===== config.mk =====
export PLATFORM = sky130hd
export DESIGN_NAME = serial_loaded_bank_mapper_unit_flat
export DESIGN_NICKNAME = d
export VERILOG_FILES = /design/src/hw/rtl/slbm_pkg.sv /design/src/hw/rtl/slbm_if.sv /design/src/hw/rtl/slbm_cfg.sv /design/src/hw/rtl/slbm_regs.sv /design/src/hw/rtl/slbm_xlate.sv /design/src/hw/rtl/serial_loaded_bank_mapper_unit.sv /design/src/flat_wrapper.sv
export VERILOG_INCLUDE_DIRS = /design/src /design/src/hw/rtl
export SDC_FILE = /design/constraint.sdc
export NUM_CORES = 1
export LEC_CHECK = 0
export BUFFER_PORTS_ARGS = -buffer_cell sky130_fd_sc_hd__buf_2
export CORE_MARGIN = 2
export CORE_UTILIZATION = 50
export CTS_BUF_LIST = sky130_fd_sc_hd__clkbuf_16
export DETAILED_ROUTE_END_ITERATION = 8
export PLACE_DENSITY = 0.75
export SYNTH_ARGS = -nofsm -noshare
export SYNTH_HDL_FRONTEND = slang
export SYNTH_SLANG_ARGS = --single-unit

===== constraint.sdc =====
create_clock -name i_clk -period 3.1 [get_ports i_clk]
set_input_delay 0.465 -clock i_clk [delete_from_list [all_inputs] [get_ports i_clk]]
set_output_delay 0.465 -clock i_clk [all_outputs]
set_load 0.01 [all_outputs]

===== src/hw/rtl/assert_macros.svh =====
// Assertion macros shared by the mapper RTL.
`ifndef ASSERT_MACROS_SVH
`define ASSERT_MACROS_SVH

// Property checked at every clock edge outside reset.
`define SLBM_ASSERT(label, prop, msg) \
    label: assert property (@(posedge i_clk) disable iff (!i_rst_n) (prop)) else $error(msg);

// Condition in one cycle implies a consequence in the next.
`define SLBM_ASSERT_NXT(label, pre, post, msg) \
    label: assert property (@(posedge i_clk) disable iff (!i_rst_n) (pre) |=> (post)) \
        else $error(msg);

`endif


===== src/hw/rtl/slbm_pkg.sv =====
// Types and constants of the serial-loaded bank mapper.
package slbm_pkg;

    localparam int OFF_W = 18;

    // Access opcodes
    localparam logic [1:0] OP_CPU_RD = 2'd0;
    localparam logic [1:0] OP_CPU_WR = 2'd1;
    localparam logic [1:0] OP_VID_RD = 2'd2;
    localparam logic [1:0] OP_VID_WR = 2'd3;

    // Result targets
    localparam logic [1:0] TGT_OPEN  = 2'd0;
    localparam logic [1:0] TGT_PRG   = 2'd1;
    localparam logic [1:0] TGT_SRAM  = 2'd2;
    localparam logic [1:0] TGT_VIDEO = 2'd3;

    // Configuration register indexes
    localparam logic [1:0] REG_PRG_BANKS = 2'd0;
    localparam logic [1:0] REG_CHR_BANKS = 2'd1;
    localparam logic [1:0] REG_HAS_SRAM  = 2'd2;
    localparam logic [1:0] REG_VIDEO_RAM = 2'd3;

    // Program modes from control bits [3:2]
    localparam logic [1:0] PMODE_FIX_LOW  = 2'd2;
    localparam logic [1:0] PMODE_FIX_HIGH = 2'd3;

    localparam logic [4:0] SHIFT_RESET = 5'h10;
    localparam logic [4:0] CTRL_RESET  = 5'h0C;
    localparam logic [2:0] SHIFT_LOAD  = 3'd5;

    localparam logic [4:0] PRG_BANKS_RST = 5'd2;
    localparam logic [5:0] CHR_BANKS_RST = 6'd2;

    typedef struct packed {
        logic [4:0] prg_banks;
        logic [5:0] chr_banks;
        logic       has_sram;
        logic       video_ram;
    } t_cfg;

    typedef struct packed {
        logic [4:0] control;
        logic [4:0] vbank_low;
        logic [4:0] vbank_high;
        logic [3:0] prg_bank;
        logic       sram_en;
    } t_map_state;

endpackage


===== src/hw/rtl/slbm_if.sv =====
// Valid/ready channels for bus accesses and mapping results.
interface slbm_in_if;
    logic        valid;
    logic        ready;
    logic [1:0]  opcode;
    logic [15:0] bus_address;
    logic [7:0]  write_data;
    logic [31:0] cpu_cycle;

    modport source (output valid, opcode, bus_address, write_data, cpu_cycle, input ready);
    modport sink   (input valid, opcode, bus_address, write_data, cpu_cycle, output ready);
endinterface

interface slbm_out_if;
    logic        valid;
    logic        ready;
    logic [1:0]  target;
    logic [17:0] mem_offset;
    logic        write_strobe;
    logic [1:0]  mirroring;

    modport source (output valid, target, mem_offset, write_strobe, mirroring, input ready);
    modport sink   (input valid, target, mem_offset, write_strobe, mirroring, output ready);
endinterface


===== src/hw/rtl/slbm_cfg.sv =====
// APB configuration registers of the mapper.
module slbm_cfg
    import slbm_pkg::*;
(
    input  logic        i_clk,
    input  logic        i_rst_n,
    input  logic        psel,
    input  logic        penable,
    input  logic        pwrite,
    input  logic [3:0]  paddr,
    input  logic [31:0] pwdata,
    output logic [31:0] prdata,
    output logic        pready,
    output t_cfg        o_cfg
);

    t_cfg       r_cfg;
    logic       w_wr;
    logic [1:0] w_idx;

    assign pready = 1'b1;
    assign w_wr   = psel && penable && pwrite;
    assign w_idx  = paddr[3:2];
    assign o_cfg  = r_cfg;

    always_ff @(posedge i_clk) begin
        if (!i_rst_n) begin
            r_cfg.prg_banks <= PRG_BANKS_RST;
            r_cfg.chr_banks <= CHR_BANKS_RST;
            r_cfg.has_sram  <= 1'b1;
            r_cfg.video_ram <= 1'b0;
        end else if (w_wr) begin
            case (w_idx)
                REG_PRG_BANKS: r_cfg.prg_banks <= pwdata[4:0];
                REG_CHR_BANKS: r_cfg.chr_banks <= pwdata[5:0];
                REG_HAS_SRAM:  r_cfg.has_sram  <= pwdata[0];
                REG_VIDEO_RAM: r_cfg.video_ram <= pwdata[0];
                default: ;
            endcase
        end
    end

    always_comb begin
        case (w_idx)
            REG_PRG_BANKS: prdata = {27'd0, r_cfg.prg_banks};
            REG_CHR_BANKS: prdata = {26'd0, r_cfg.chr_banks};
            REG_HAS_SRAM:  prdata = {31'd0, r_cfg.has_sram};
            REG_VIDEO_RAM: prdata = {31'd0, r_cfg.video_ram};
            default:       prdata = 32'd0;
        endcase
    end

endmodule


===== src/hw/rtl/slbm_regs.sv =====
// Serial loader and bank registers, with the back-to-back write filter.
`include "assert_macros.svh"
module slbm_regs
    import slbm_pkg::*;
(
    input  logic        i_clk,
    input  logic        i_rst_n,
    input  logic        i_proc,
    input  logic [1:0]  i_opcode,
    input  logic [15:0] i_addr,
    input  logic [7:0]  i_data,
    input  logic [31:0] i_cycle,
    output t_map_state  o_state,
    output logic [1:0]  o_mirroring
);

    logic [4:0]  r_shift_bits,  n_shift_bits;
    logic [2:0]  r_shift_writes, n_shift_writes;
    logic [31:0] r_last_time,   n_last_time;
    t_map_state  r_state,       n_state;

    logic        w_regwr;
    logic        w_skip;
    logic [2:0]  w_inc;
    logic [4:0]  w_shift;

    assign w_regwr = i_proc && (i_opcode == OP_CPU_WR) && i_addr[15];
    assign w_skip  = (i_cycle == r_last_time + 32'd1) && (r_last_time != 32'd0);
    assign w_inc   = r_shift_writes + 3'd1;
    assign w_shift = {i_data[0], r_shift_bits[4:1]};

    always_comb begin
        n_shift_bits   = r_shift_bits;
        n_shift_writes = r_shift_writes;
        n_last_time    = r_last_time;
        n_state        = r_state;
        if (w_regwr) begin
            n_last_time = i_cycle;
            if (!w_skip) begin
                if (i_data[7]) begin
                    // reset the loader and force program mode 3
                    n_shift_bits   = SHIFT_RESET;
                    n_shift_writes = 3'd0;
                    n_state.control = r_state.control | CTRL_RESET;
                end else if (w_inc < SHIFT_LOAD) begin
                    n_shift_bits   = w_shift;
                    n_shift_writes = w_inc;
                end else begin
                    // fifth bit: load the register picked by address quarter
                    case (i_addr[14:13])
                        2'd0: n_state.control    = w_shift;
                        2'd1: n_state.vbank_low  = w_shift;
                        2'd2: n_state.vbank_high = w_shift;
                        default: begin
                            n_state.prg_bank = w_shift[3:0];
                            n_state.sram_en  = !w_shift[4];
                        end
                    endcase
                    n_shift_bits   = SHIFT_RESET;
                    n_shift_writes = 3'd0;
                end
            end
        end
    end

    always_ff @(posedge i_clk) begin
        if (!i_rst_n) begin
            r_shift_bits       <= SHIFT_RESET;
            r_shift_writes     <= 3'd0;
            r_last_time        <= 32'd0;
            r_state.control    <= CTRL_RESET;
            r_state.vbank_low  <= 5'd0;
            r_state.vbank_high <= 5'd0;
            r_state.prg_bank   <= 4'd0;
            r_state.sram_en    <= 1'b1;
        end else begin
            r_shift_bits   <= n_shift_bits;
            r_shift_writes <= n_shift_writes;
            r_last_time    <= n_last_time;
            r_state        <= n_state;
        end
    end

    assign o_state     = r_state;
    assign o_mirroring = n_state.control[1:0];

    `SLBM_ASSERT(a_shift_count, r_shift_writes < SHIFT_LOAD, "shift count past five")
    `SLBM_ASSERT_NXT(a_shift_load,
        w_regwr && !w_skip && !i_data[7] && (r_shift_writes == SHIFT_LOAD - 3'd1),
        (r_shift_writes == 3'd0) && (r_shift_bits == SHIFT_RESET),
        "shift register not cleared after load")

endmodule


===== src/hw/rtl/slbm_xlate.sv =====
// Address decode and bank translation for one access.
module slbm_xlate
    import slbm_pkg::*;
#(
    parameter int PRG_OFFSET_BITS = 18,
    parameter int CHR_OFFSET_BITS = 17
) (
    input  logic [1:0]       i_opcode,
    input  logic [15:0]      i_addr,
    input  t_map_state       i_state,
    input  t_cfg             i_cfg,
    output logic [1:0]       o_target,
    output logic [OFF_W-1:0] o_offset,
    output logic             o_strobe
);

    localparam int CHR_W = OFF_W - 1;
    localparam logic [OFF_W-1:0] PRG_MASK = OFF_W'((1 << PRG_OFFSET_BITS) - 1);
    localparam logic [CHR_W-1:0] CHR_MASK = CHR_W'((1 << CHR_OFFSET_BITS) - 1);

    // program ROM
    logic [2:0]       w_b32;
    logic [3:0]       w_psel;
    logic [3:0]       w_plast;
    logic [OFF_W-1:0] w_lo14;
    logic [OFF_W-1:0] w_prg_raw;
    logic [OFF_W-1:0] w_prg_size;
    logic [OFF_W-1:0] w_prg_off;
    logic [1:0]       w_pmode;

    assign w_pmode    = i_state.control[3:2];
    assign w_b32      = i_state.prg_bank[3:1] & (i_cfg.prg_banks[3:1] - 3'd1);
    assign w_psel     = i_state.prg_bank & (i_cfg.prg_banks[3:0] - 4'd1);
    assign w_plast    = i_cfg.prg_banks[3:0] - 4'd1;
    assign w_lo14     = {4'd0, i_addr[13:0]};
    assign w_prg_size = {i_cfg.prg_banks[3:0], 14'd0} - 18'd1;

    always_comb begin
        case (w_pmode)
            PMODE_FIX_LOW:
                w_prg_raw = i_addr[14] ? ({w_psel, 14'd0} + w_lo14) : {3'd0, i_addr[14:0]};
            PMODE_FIX_HIGH:
                w_prg_raw = i_addr[14] ? ({w_plast, 14'd0} + w_lo14)
                                       : ({w_psel, 14'd0} + w_lo14);
            default:
                w_prg_raw = {w_b32, 15'd0} + {3'd0, i_addr[14:0]};
        endcase
    end

    assign w_prg_off = w_prg_raw & w_prg_size & PRG_MASK;

    // video memory
    logic [3:0]       w_b8;
    logic [4:0]       w_vlo;
    logic [4:0]       w_vhi;
    logic [CHR_W-1:0] w_chr_raw;
    logic [CHR_W-1:0] w_chr_size;
    logic [CHR_W-1:0] w_chr_off;

    assign w_b8       = i_state.vbank_low[4:1] & (i_cfg.chr_banks[4:1] - 4'd1);
    assign w_vlo      = i_state.vbank_low & (i_cfg.chr_banks[4:0] - 5'd1);
    assign w_vhi      = i_state.vbank_high & (i_cfg.chr_banks[4:0] - 5'd1);
    assign w_chr_size = {i_cfg.chr_banks[4:0], 12'd0} - 17'd1;

    always_comb begin
        if (!i_state.control[4]) begin
            w_chr_raw = {w_b8, 13'd0} + {4'd0, i_addr[12:0]};
        end else if (!i_addr[12]) begin
            w_chr_raw = {w_vlo, 12'd0} + {5'd0, i_addr[11:0]};
        end else begin
            w_chr_raw = {w_vhi, 12'd0} + {5'd0, i_addr[11:0]};
        end
    end

    assign w_chr_off = w_chr_raw & w_chr_size & CHR_MASK;

    always_comb begin
        o_target = TGT_OPEN;
        o_offset = '0;
        o_strobe = 1'b0;
        case (i_opcode)
            OP_CPU_RD, OP_CPU_WR: begin
                if (i_addr[15:13] == 3'b011) begin
                    if (i_cfg.has_sram && i_state.sram_en) begin
                        o_target = TGT_SRAM;
                        o_offset = {5'd0, i_addr[12:0]};
                        o_strobe = (i_opcode == OP_CPU_WR);
                    end
                end else if (i_addr[15] && (i_opcode == OP_CPU_RD)) begin
                    o_target = TGT_PRG;
                    o_offset = w_prg_off;
                end
            end
            OP_VID_RD, OP_VID_WR: begin
                if (i_addr[15:13] == 3'b000) begin
                    o_target = TGT_VIDEO;
                    o_offset = {1'b0, w_chr_off};
                    o_strobe = (i_opcode == OP_VID_WR) && i_cfg.video_ram;
                end
            end
            default: ;
        endcase
    end

endmodule


===== src/hw/rtl/serial_loaded_bank_mapper_unit.sv =====
// Serial-loaded bank mapper: top level with input and result registers.
//
// Usage:
//   i_acc carries one bus access per transfer (opcode, bus_address, write_data,
//   cpu_cycle); o_res returns exactly one result per access (target, mem_offset,
//   write_strobe, mirroring), in order.
//   An access goes into the input register on its transfer, is decoded and
//   applied to the bank registers once the output register can advance, and
//   its result sits in the output register from then on, raising o_res.valid.
//   One access per cycle is sustained while o_res is not stalled; the decode
//   between the two registers sets that figure.
//   If o_res is stalled, the output register holds its result and one more
//   access is taken into the input register; i_acc.ready then drops until
//   the output register drains.
//   The APB port sets bank counts, save RAM presence and video RAM; write it
//   only while no access is in flight.
//   Reset (synchronous, active low) empties both registers, restores the
//   power-up bank and control state and the default configuration.
`include "assert_macros.svh"
module serial_loaded_bank_mapper_unit
    import slbm_pkg::*;
#(
    parameter int PRG_OFFSET_BITS = 18,
    parameter int CHR_OFFSET_BITS = 17
) (
    input  logic        i_clk,
    input  logic        i_rst_n,
    slbm_in_if.sink     i_acc,
    slbm_out_if.source  o_res,
    input  logic        psel,
    input  logic        penable,
    input  logic        pwrite,
    input  logic [3:0]  paddr,
    input  logic [31:0] pwdata,
    output logic [31:0] prdata,
    output logic        pready
);

    t_cfg        w_cfg;
    t_map_state  w_state;

    logic        r_in_valid;
    logic [1:0]  r_opcode;
    logic [15:0] r_addr;
    logic [7:0]  r_data;
    logic [31:0] r_cycle;

    logic             r_out_valid;
    logic [1:0]       r_target,  n_target;
    logic [OFF_W-1:0] r_offset,  n_offset;
    logic             r_strobe,  n_strobe;
    logic [1:0]       r_mirror,  n_mirror;

    logic w_adv;
    logic w_proc;

    assign w_adv       = !r_out_valid || o_res.ready;
    assign w_proc      = r_in_valid && w_adv;
    assign i_acc.ready = !r_in_valid || w_adv;

    slbm_cfg u_cfg (
        .i_clk   (i_clk),
        .i_rst_n (i_rst_n),
        .psel    (psel),
        .penable (penable),
        .pwrite  (pwrite),
        .paddr   (paddr),
        .pwdata  (pwdata),
        .prdata  (prdata),
        .pready  (pready),
        .o_cfg   (w_cfg)
    );

    slbm_regs u_regs (
        .i_clk       (i_clk),
        .i_rst_n     (i_rst_n),
        .i_proc      (w_proc),
        .i_opcode    (r_opcode),
        .i_addr      (r_addr),
        .i_data      (r_data),
        .i_cycle     (r_cycle),
        .o_state     (w_state),
        .o_mirroring (n_mirror)
    );

    slbm_xlate #(
        .PRG_OFFSET_BITS (PRG_OFFSET_BITS),
        .CHR_OFFSET_BITS (CHR_OFFSET_BITS)
    ) u_xlate (
        .i_opcode (r_opcode),
        .i_addr   (r_addr),
        .i_state  (w_state),
        .i_cfg    (w_cfg),
        .o_target (n_target),
        .o_offset (n_offset),
        .o_strobe (n_strobe)
    );

    always_ff @(posedge i_clk) begin
        if (!i_rst_n) begin
            r_in_valid  <= 1'b0;
            r_out_valid <= 1'b0;
        end else begin
            if (i_acc.ready) begin
                r_in_valid <= i_acc.valid;
            end
            if (w_adv) begin
                r_out_valid <= r_in_valid;
            end
        end
    end

    // hold payloads unless a transfer or an advance replaces them
    always_ff @(posedge i_clk) begin
        if (i_acc.valid && i_acc.ready) begin
            r_opcode <= i_acc.opcode;
            r_addr   <= i_acc.bus_address;
            r_data   <= i_acc.write_data;
            r_cycle  <= i_acc.cpu_cycle;
        end
        if (w_proc) begin
            r_target <= n_target;
            r_offset <= n_offset;
            r_strobe <= n_strobe;
            r_mirror <= n_mirror;
        end
    end

    assign o_res.valid        = r_out_valid;
    assign o_res.target       = r_target;
    assign o_res.mem_offset   = r_offset;
    assign o_res.write_strobe = r_strobe;
    assign o_res.mirroring    = r_mirror;

    `SLBM_ASSERT(a_strobe_target, !(r_out_valid && r_strobe && (r_target == TGT_OPEN)),
        "write strobe on open bus")
    `SLBM_ASSERT(a_open_offset, !(r_out_valid && (r_target == TGT_OPEN) && (r_offset != '0)),
        "nonzero offset on open bus")
    `SLBM_ASSERT_NXT(a_proc_lands, w_proc, r_out_valid, "processed access lost")

endmodule

===== src/flat_wrapper.sv =====
// flat-port wrapper written by rule: the top's interface ports become plain ports
module serial_loaded_bank_mapper_unit_flat import slbm_pkg::*;
#(
    parameter int PRG_OFFSET_BITS = 18,
    parameter int CHR_OFFSET_BITS = 17
)
  (i_clk, i_rst_n, psel, penable, pwrite, paddr, pwdata, prdata, pready, i_acc_valid, i_acc_opcode, i_acc_bus_address, i_acc_write_data, i_acc_cpu_cycle, i_acc_ready, o_res_valid, o_res_target, o_res_mem_offset, o_res_write_strobe, o_res_mirroring, o_res_ready);
  slbm_in_if i_acc_i ();
  slbm_out_if o_res_i ();
  input  logic i_clk;
  input  logic i_rst_n;
  input  logic psel;
  input  logic penable;
  input  logic pwrite;
  input  logic [3:0] paddr;
  input  logic [31:0] pwdata;
  output logic [31:0] prdata;
  output logic pready;
  input wire logic [$bits(i_acc_i.valid)-1:0] i_acc_valid;
  input wire logic [$bits(i_acc_i.opcode)-1:0] i_acc_opcode;
  input wire logic [$bits(i_acc_i.bus_address)-1:0] i_acc_bus_address;
  input wire logic [$bits(i_acc_i.write_data)-1:0] i_acc_write_data;
  input wire logic [$bits(i_acc_i.cpu_cycle)-1:0] i_acc_cpu_cycle;
  output wire logic [$bits(i_acc_i.ready)-1:0] i_acc_ready;
  output wire logic [$bits(o_res_i.valid)-1:0] o_res_valid;
  output wire logic [$bits(o_res_i.target)-1:0] o_res_target;
  output wire logic [$bits(o_res_i.mem_offset)-1:0] o_res_mem_offset;
  output wire logic [$bits(o_res_i.write_strobe)-1:0] o_res_write_strobe;
  output wire logic [$bits(o_res_i.mirroring)-1:0] o_res_mirroring;
  input wire logic [$bits(o_res_i.ready)-1:0] o_res_ready;
  assign i_acc_i.valid = i_acc_valid;
  assign i_acc_i.opcode = i_acc_opcode;
  assign i_acc_i.bus_address = i_acc_bus_address;
  assign i_acc_i.write_data = i_acc_write_data;
  assign i_acc_i.cpu_cycle = i_acc_cpu_cycle;
  assign i_acc_ready = i_acc_i.ready;
  assign o_res_valid = o_res_i.valid;
  assign o_res_target = o_res_i.target;
  assign o_res_mem_offset = o_res_i.mem_offset;
  assign o_res_write_strobe = o_res_i.write_strobe;
  assign o_res_mirroring = o_res_i.mirroring;
  assign o_res_i.ready = o_res_ready;
  serial_loaded_bank_mapper_unit #(.PRG_OFFSET_BITS(PRG_OFFSET_BITS), .CHR_OFFSET_BITS(CHR_OFFSET_BITS)) u_core (.i_clk(i_clk), .i_rst_n(i_rst_n), .i_acc(i_acc_i), .o_res(o_res_i), .psel(psel), .penable(penable), .pwrite(pwrite), .paddr(paddr), .pwdata(pwdata), .prdata(prdata), .pready(pready));
endmodule

==> results by group, run 1 <==
Status
  • Status: finished clean

Global routing
  • Grt ovf: 0
  • Largest net degree at the start of global routing: 37
  • Vias in the first global route: 5,533
  • Most crowded layer after global routing: met2
  • Met1 Use GR: 0.291
  • First-pass GRT wire length: around 27,000 um
  • Met2 Resource Use GR: 0.339
  • Initial antenna violation count: 0
  • Met3 Usage GRT: 0.0477
  • Total track usage: 0.213

Power and ir drop
  • VDD IR max: between 0.3 and 0.4 mV
  • Power per Cell Area: roughly 500 nW/um2
  • Pleak: about 3.6 nW

Finish
  • Area Growth Syn to Fin: 19.9%
  • Most frequent cells in the layout: nand2_1, buf_2, edfxtp_1
  • Commonest non-fill, non-tap cell in the layout: nand2_1
  • Final Instance Area: approximately 9000 um2
  • Post-layout nets: around 1,000
  • Ratio of cells with drive above 1 in the final layout: 0.244
  • Ant. Diodes: 0
  • Layout Utilization: 0.617
  • Final non-filler cell total: ~1,100
  • # fillers: 1,200

Yosys
  • Yosys warning total: 0
  • Mean post-synth cell area: roughly 10 um2
  • Ys async rst share: 0
  • Post-synth cell types: 68
  • Mapped cell area: between 7000 and 8000 um2
  • Main synth FF type: edfxtp_1
  • FF+latch count, synth: about 150
  • Post-synth EDFFs: between 70 and 80
  • Sequential-to-total area share from yosys stat: 0.495
  • Post-Syn Instances: 751

Clock tree
  • Clk slew on worst S/H paths: 0.07 ns
  • Clk root buf: clkbuf_16
  • H-tree lvl count: 4
  • Setup Buffers After CTS: 0
  • CTS buffer count: 17
  • CTS tree: done
  • CTS Buffer Depth: 2
  • Clock Sinks: 149
  • Clk Latency, worst-skew pair: around 0.44 ns

Timing
  • Tmin final: ~3 ns
  • Setup TNS: 0 ns
  • Final-report setup violation count: 0
  • Worst-case clock skew: between 0.009 and 0.01 ns
  • RSZ-0062 raised after global routing: yes
  • Period utilization: 0.961
  • Worst-Margin Slew: between 0.8 and 0.9 ns
  • Final hold slack: between 0.15 and 0.2 ns
  • Fmax achieved: 336 MHz
  • Final Hold Viols: 0
  • Slew margin rel.: 0.426
  • Max-slew violations: 0

Drt
  • DR pass1 iterations: 6
  • Vias: 5,838
  • Final wirelength: approximately 17,000 um
  • Initial DRC count: around 410
  • Vias per cell: 5.45
  • Routed Antenna Nets: 0
  • DRC: 0
  • Routed len/inst: between 15 and 20 um

Floorplanning
  • Die ar.: between 15,000 and 20,000 um2
  • Initial Util: 0.515
  • Die X-Extent: 127 um
  • Num rows: 44
  • Die Y-Extent: 127 um
  • I/O pins: 159
  • Core Area: approximately 15,000 um2

Setup path
  • Crit-path cells: nand4_4 -> or4_4 -> o31a_1 -> o31ai_2 -> a21oi_2 -> or4_4 -> o31ai_4 -> mux2_4
  • Crit path top cell by count: or4_4
  • Critical path peak fanout: 4
  • Critical Path Sink Type: flop
  • Worst path max stage delay: ~0.58 ns
  • CP Launch Type: flop
  • WS Path Type: reg -> reg
  • CP max stage cell: or4_4
  • Worst Path Required: 3.43 ns
  • WP data arrival: approximately 3.3 ns

Placement
  • GP Congestion: around 0.93
  • Post-Place Cells: roughly 1,000
  • Area after DPL: about 8400 um2
  • HPWL after detailed placement: ~12,000 um
  • Port bufs: 97

Min path
  • Hold/Removal Path Class: in -> reg

Flow run
  • Max Cap Viol: 0
## final cells by class
| class | instances | area [um2] | area share |
|---|---|---|---|
| clock buffers | 17 | 425 | 0.0471 |
| clock inverters | 15 | 169 | 0.0187 |
| inverters | 18 | 67.6 | 0.00747 |
| multi-input cells | 544 | 3540 | 0.392 |
| flip-flops and latches | 149 | 3740 | 0.414 |
| well taps | 184 | 230 | 0.0255 |
| repair buffers | 145 | 862 | 0.0954 |
## stage by stage
step	setup slack (ns)	power (mW)
3_3_place_gp	0.126	2.52
2_1_floorplan	0.0118	2.43
6_report	0.120	4.53
5_1_grt	-0.00281	4.68
4_1_cts	0.0667	4.56
3_5_place_dp	0.100	2.53
## metal layers
metal | share of wire | wire (um) | vias up
met3 | 0.063 | 1050 | 29
met5 | 0 | 0 | -
met2 | 0.45 | 7610 | 203
met1 | 0.47 | 7840 | 2712
met4 | 0.014 | 238 | 0
li1 | - | - | 2894
## final timing paths
check                                     endpoint  slack [ns]                                       start  cells past startpoint
max          u_core.u_regs.o_state[0]$_SDFFE_PN1P_        0.12  u_core.u_regs.r_last_time[13]$_SDFFE_PN0P_                      8
min                    u_core.r_addr[11]$_DFFE_PP_        0.20                       i_acc_bus_address[11]                      1
max reg2reg  u_core.u_regs.o_state[0]$_SDFFE_PN1P_        0.12  u_core.u_regs.r_last_time[13]$_SDFFE_PN0P_                      8
min reg2reg   u_core.u_regs.o_state[15]$_SDFF_PN0_        0.46        u_core.u_regs.o_state[15]$_SDFF_PN0_                      2
## cells in the mapped netlist (7+ instances only)
master	count	area, um2
a211oi_1	7	52.6
a21boi_0	35	263
a21oi_1	15	75.1
buf_4	27	203
clkbuf_1	29	109
dfxtp_1	74	1480
edfxtp_1	75	2250
ha_1	9	113
inv_1	18	67.6
mux2i_1	42	420
nand2_1	122	458
nand3_1	27	135
nand4_1	16	100
nor2_1	29	109
nor2b_1	33	206
nor3_1	13	65.1
nor3b_1	7	52.6
nor4_1	19	119
o21ai_0	12	60.1
xnor2_1	30	263
xor2_1	15	131
## worst max-delay path, delay by kind of cell (launching register included)
family	cells	cell delay, ns
mux	1	0.32
compound gates	4	0.92
flops	1	0.36
simple gates	3	1.28
## state kept, by name, indices dropped and copies added (netlist names), 3 cells and up
signal,flops
u_core.u_regs.r_shift_bits,4
u_core.r_addr,16
u_core.r_cycle,32
u_core.u_cfg.o_cfg,13
u_core.u_regs.r_last_time,32
u_core.o_res.mem_offset,18
u_core.u_regs.o_state,20
u_core.u_regs.r_shift_writes,3
## power by group
| part | switching (mW) | internal [mW] | total, mW |
|---|---|---|---|
| Combinational | 0.172 | 0.132 | 0.304 |
| Clock | 0.953 | 1.09 | 2.04 |
| Sequential | 0.0458 | 2.14 | 2.19 |
| Total | 1.17 | 3.36 | 4.53 |
## kinds of logic (layout without fill, tap and decap cells)
family | Yosys count | count (layout) | synth area share
DFF | 149 | 149 | 0.495
muxes | 49 | 49 | 0.0682
buffers and inverters | 83 | 195 | 0.0557
AOI/OAI and AO/OA | 108 | 108 | 0.104
and+or+nand+nor | 306 | 306 | 0.209
other | 2 | 27 | 0.000996
xor gates and xnor gates | 45 | 45 | 0.0523
adders and majority gates | 9 | 9 | 0.0149
## repair_timing
action | 4_1_cts | 5_1_grt
hold buffers | 0 | 0
setup endpoints to repair | 0 | 24
gates resized for setup | 0 | 18
(Power assumes the default switching activity.)
==> run 2: changes to the inputs <==
--- a/config.mk
+++ b/config.mk
@@ -12,6 +12,7 @@
 export CTS_BUF_LIST = sky130_fd_sc_hd__clkbuf_16
 export DETAILED_ROUTE_END_ITERATION = 8
 export PLACE_DENSITY = 0.75
+export SETUP_SLACK_MARGIN = 0.2
 export SYNTH_ARGS = -nofsm -noshare
 export SYNTH_HDL_FRONTEND = slang
 export SYNTH_SLANG_ARGS = --single-unit
==> run 2 against run 1 <==
Die area is the same. Critical path depth up 1. Routed wire length is 1.5% higher. Core utilization up 1.4 points. Flip-flop and latch count is the same. Clock power is 4% lower. Sequential share of layout area is 0.63 points lower. Count of clock-buffer cells in the layout is the same. Maximum frequency up 4.0%. Clock skew up 0.00092 ns. Worst hold slack improved by 0.0086 ns. Via count up 1.1%. Critical path type unchanged. Largest power group unchanged. Highest routed layer unchanged.
==> results by group, run 2 (synthesis results as in run 1) <==
Finish
  • Final Instance Area: a little over 9000 um2
  • Area Growth Syn to Fin: 22.6%
  • # fillers: 1,189
  • Area of the multi-input gates: ~3700 um2
  • Commonest non-fill, non-tap cell in the layout: nand2_1
  • Layout Utilization: 0.631
  • Reg area: between 3000 and 4000 um2
  • Post-layout nets: just under 1,000
  • Most frequent cells in the layout: nand2_1, buf_2, edfxtp_1
  • Ant. Diodes: 0
  • Ratio of cells with drive above 1 in the final layout: 0.279

Placement
  • Port bufs: 97
  • GP Congestion: about 0.9
  • Area after DPL: 8370 um2
  • HPWL after detailed placement: 12,000 um

Timing
  • Final Hold Viols: 0
  • RSZ-0062 raised after global routing: yes
  • Final-report setup violation count: 0
  • Slew margin rel.: 0.446
  • Period utilization: 0.924
  • Worst-case clock skew: around 0.010 ns
  • Max-slew violations: 0
  • Fmax achieved: 349 MHz
  • Tmin final: between 2 and 3 ns
  • Setup TNS: 0 ns
  • Worst-Margin Slew: roughly 0.83 ns

Clock tree
  • H-tree lvl count: 4
  • Clk slew on worst S/H paths: ~0.07 ns
  • CTS tree: done
  • Clock Sinks: 149
  • Clk root buf: clkbuf_16
  • Clk Latency, worst-skew pair: ~0.43 ns
  • CTS buffer count: 17
  • CTS Buffer Depth: 2

Drt
  • Vias per cell: roughly 5.5
  • Initial DRC count: roughly 400
  • Routed len/inst: ~16 um
  • Final wirelength: around 17,000 um
  • DRC: 0
  • DR pass1 iterations: 4
  • Routed Antenna Nets: 0
  • Vias: 5,902

Global routing
  • Vias in the first global route: between 5,000 and 6,000
  • Total track usage: 0.211
  • First-pass GRT wire length: 27,000 um
  • Grt ovf: 0
  • Largest net degree at the start of global routing: 37
  • Initial antenna violation count: 0

Setup path
  • FF-to-FF Start: u_core.u_regs.r_last_time[12]$_SDFFE_PN0P_
  • CP Launch Type: flop
  • Critical path peak fanout: 5
  • Worst Path Required: approximately 3.3 ns
  • CP Launch Point: u_core.u_regs.r_last_time[12]$_SDFFE_PN0P_
  • Critical Path Sink Type: flop
  • WP data arrival: roughly 3.1 ns
  • WS Path Type: reg -> reg

Floorplanning
  • Num rows: 44
  • Initial Util: 0.515
  • I/O pins: between 150 and 200
  • Core Area: 14,600 um2
  • Die ar.: approximately 16,000 um2
  • Die X-Extent: 127 um
  • Die Y-Extent: about 130 um

Flow run
  • Max Cap Viol: 0

Power and ir drop
  • Pleak: between 3 and 4 nW
  • VDD IR max: just over 0.4 mV
  • Tot Pwr: 4.45 mW
  • Power per Cell Area: 481 nW/um2

Status
  • Status: finished clean

Min path
  • HP Start: i_acc_bus_address[9]
  • Hold/Removal Path Class: in -> reg
[run 2: worst paths after layout]
path	depth (start not counted)	endpoint	slack, ns
worst max-delay path	9	u_core.o_res.mirroring[0]$_DFFE_PP_	0.23
worst min-delay path	1	u_core.r_addr[9]$_DFFE_PP_	0.21
worst max register to register	9	u_core.o_res.mirroring[0]$_DFFE_PP_	0.23
worst min register to register	2	u_core.u_regs.o_state[8]$_SDFFE_PN0P_	0.46
[run 2: power breakdown]
part / leakage (nW) / total [mW] / switching (mW) / internal (mW)
Sequential: 1.33 / 2.18 / 0.0482 / 2.14
Combinational: 2.08 / 0.308 / 0.175 / 0.133
Clock: 0.276 / 1.95 / 0.894 / 1.06
[run 2: area by class of cell]
class / instances / area share
clock inverter: 15 / 0.0142
multi-input combinational: 544 / 0.405
sequential: 149 / 0.408
inverter: 18 / 0.00731
clock buffer: 17 / 0.0460
timing repair buffer: 146 / 0.0954
tap: 184 / 0.0249
[run 2: routing by layer]
| metal | share of wire | global-route usage | up-vias |
|---|---|---|---|
| li1 | - | - | 2884 |
| met1 | 0.47 | 0.295 | 2782 |
| met2 | 0.45 | 0.321 | 212 |
| met3 | 0.068 | 0.0527 | 24 |
| met4 | 0.015 | 0.0718 | 0 |
| met5 | 0 | 0 | - |
[run 2: repair_timing]
| action | CTS | global route |
|---|---|---|
| hold buffers | 0 | 0 |
| setup buffers | 1 | 10 |
| gates cloned | 0 | 0 |
| pin swaps | 5 | 13 |
| gates resized for setup | 13 | 41 |
| endpoints found under the setup margin | 25 | 29 |
[run 2: critical path, stage by stage, from the launching register on]
cell      delay [ns]
dfxtp_4         0.38
nand4_4         0.16
or4_4           0.50
nor3_4          0.23
nand2_1         0.09
xnor2_1         0.17
nor4_2          0.31
nand4_1         0.25
nand4b_4        0.19
mux2_2          0.34
[run 2: through the flow]
step / setup slack, ns / instances / hold slack [ns]
global route: 0.110 / 1073 / 0.189
finish: 0.235 / 1073 / 0.205
floorplan: 0.215 / 776 / 0.435
global placement: 0.126 / 1030 / 0.445
CTS: 0.208 / 1063 / 0.187
detailed placement: 0.0628 / 1030 / 0.451
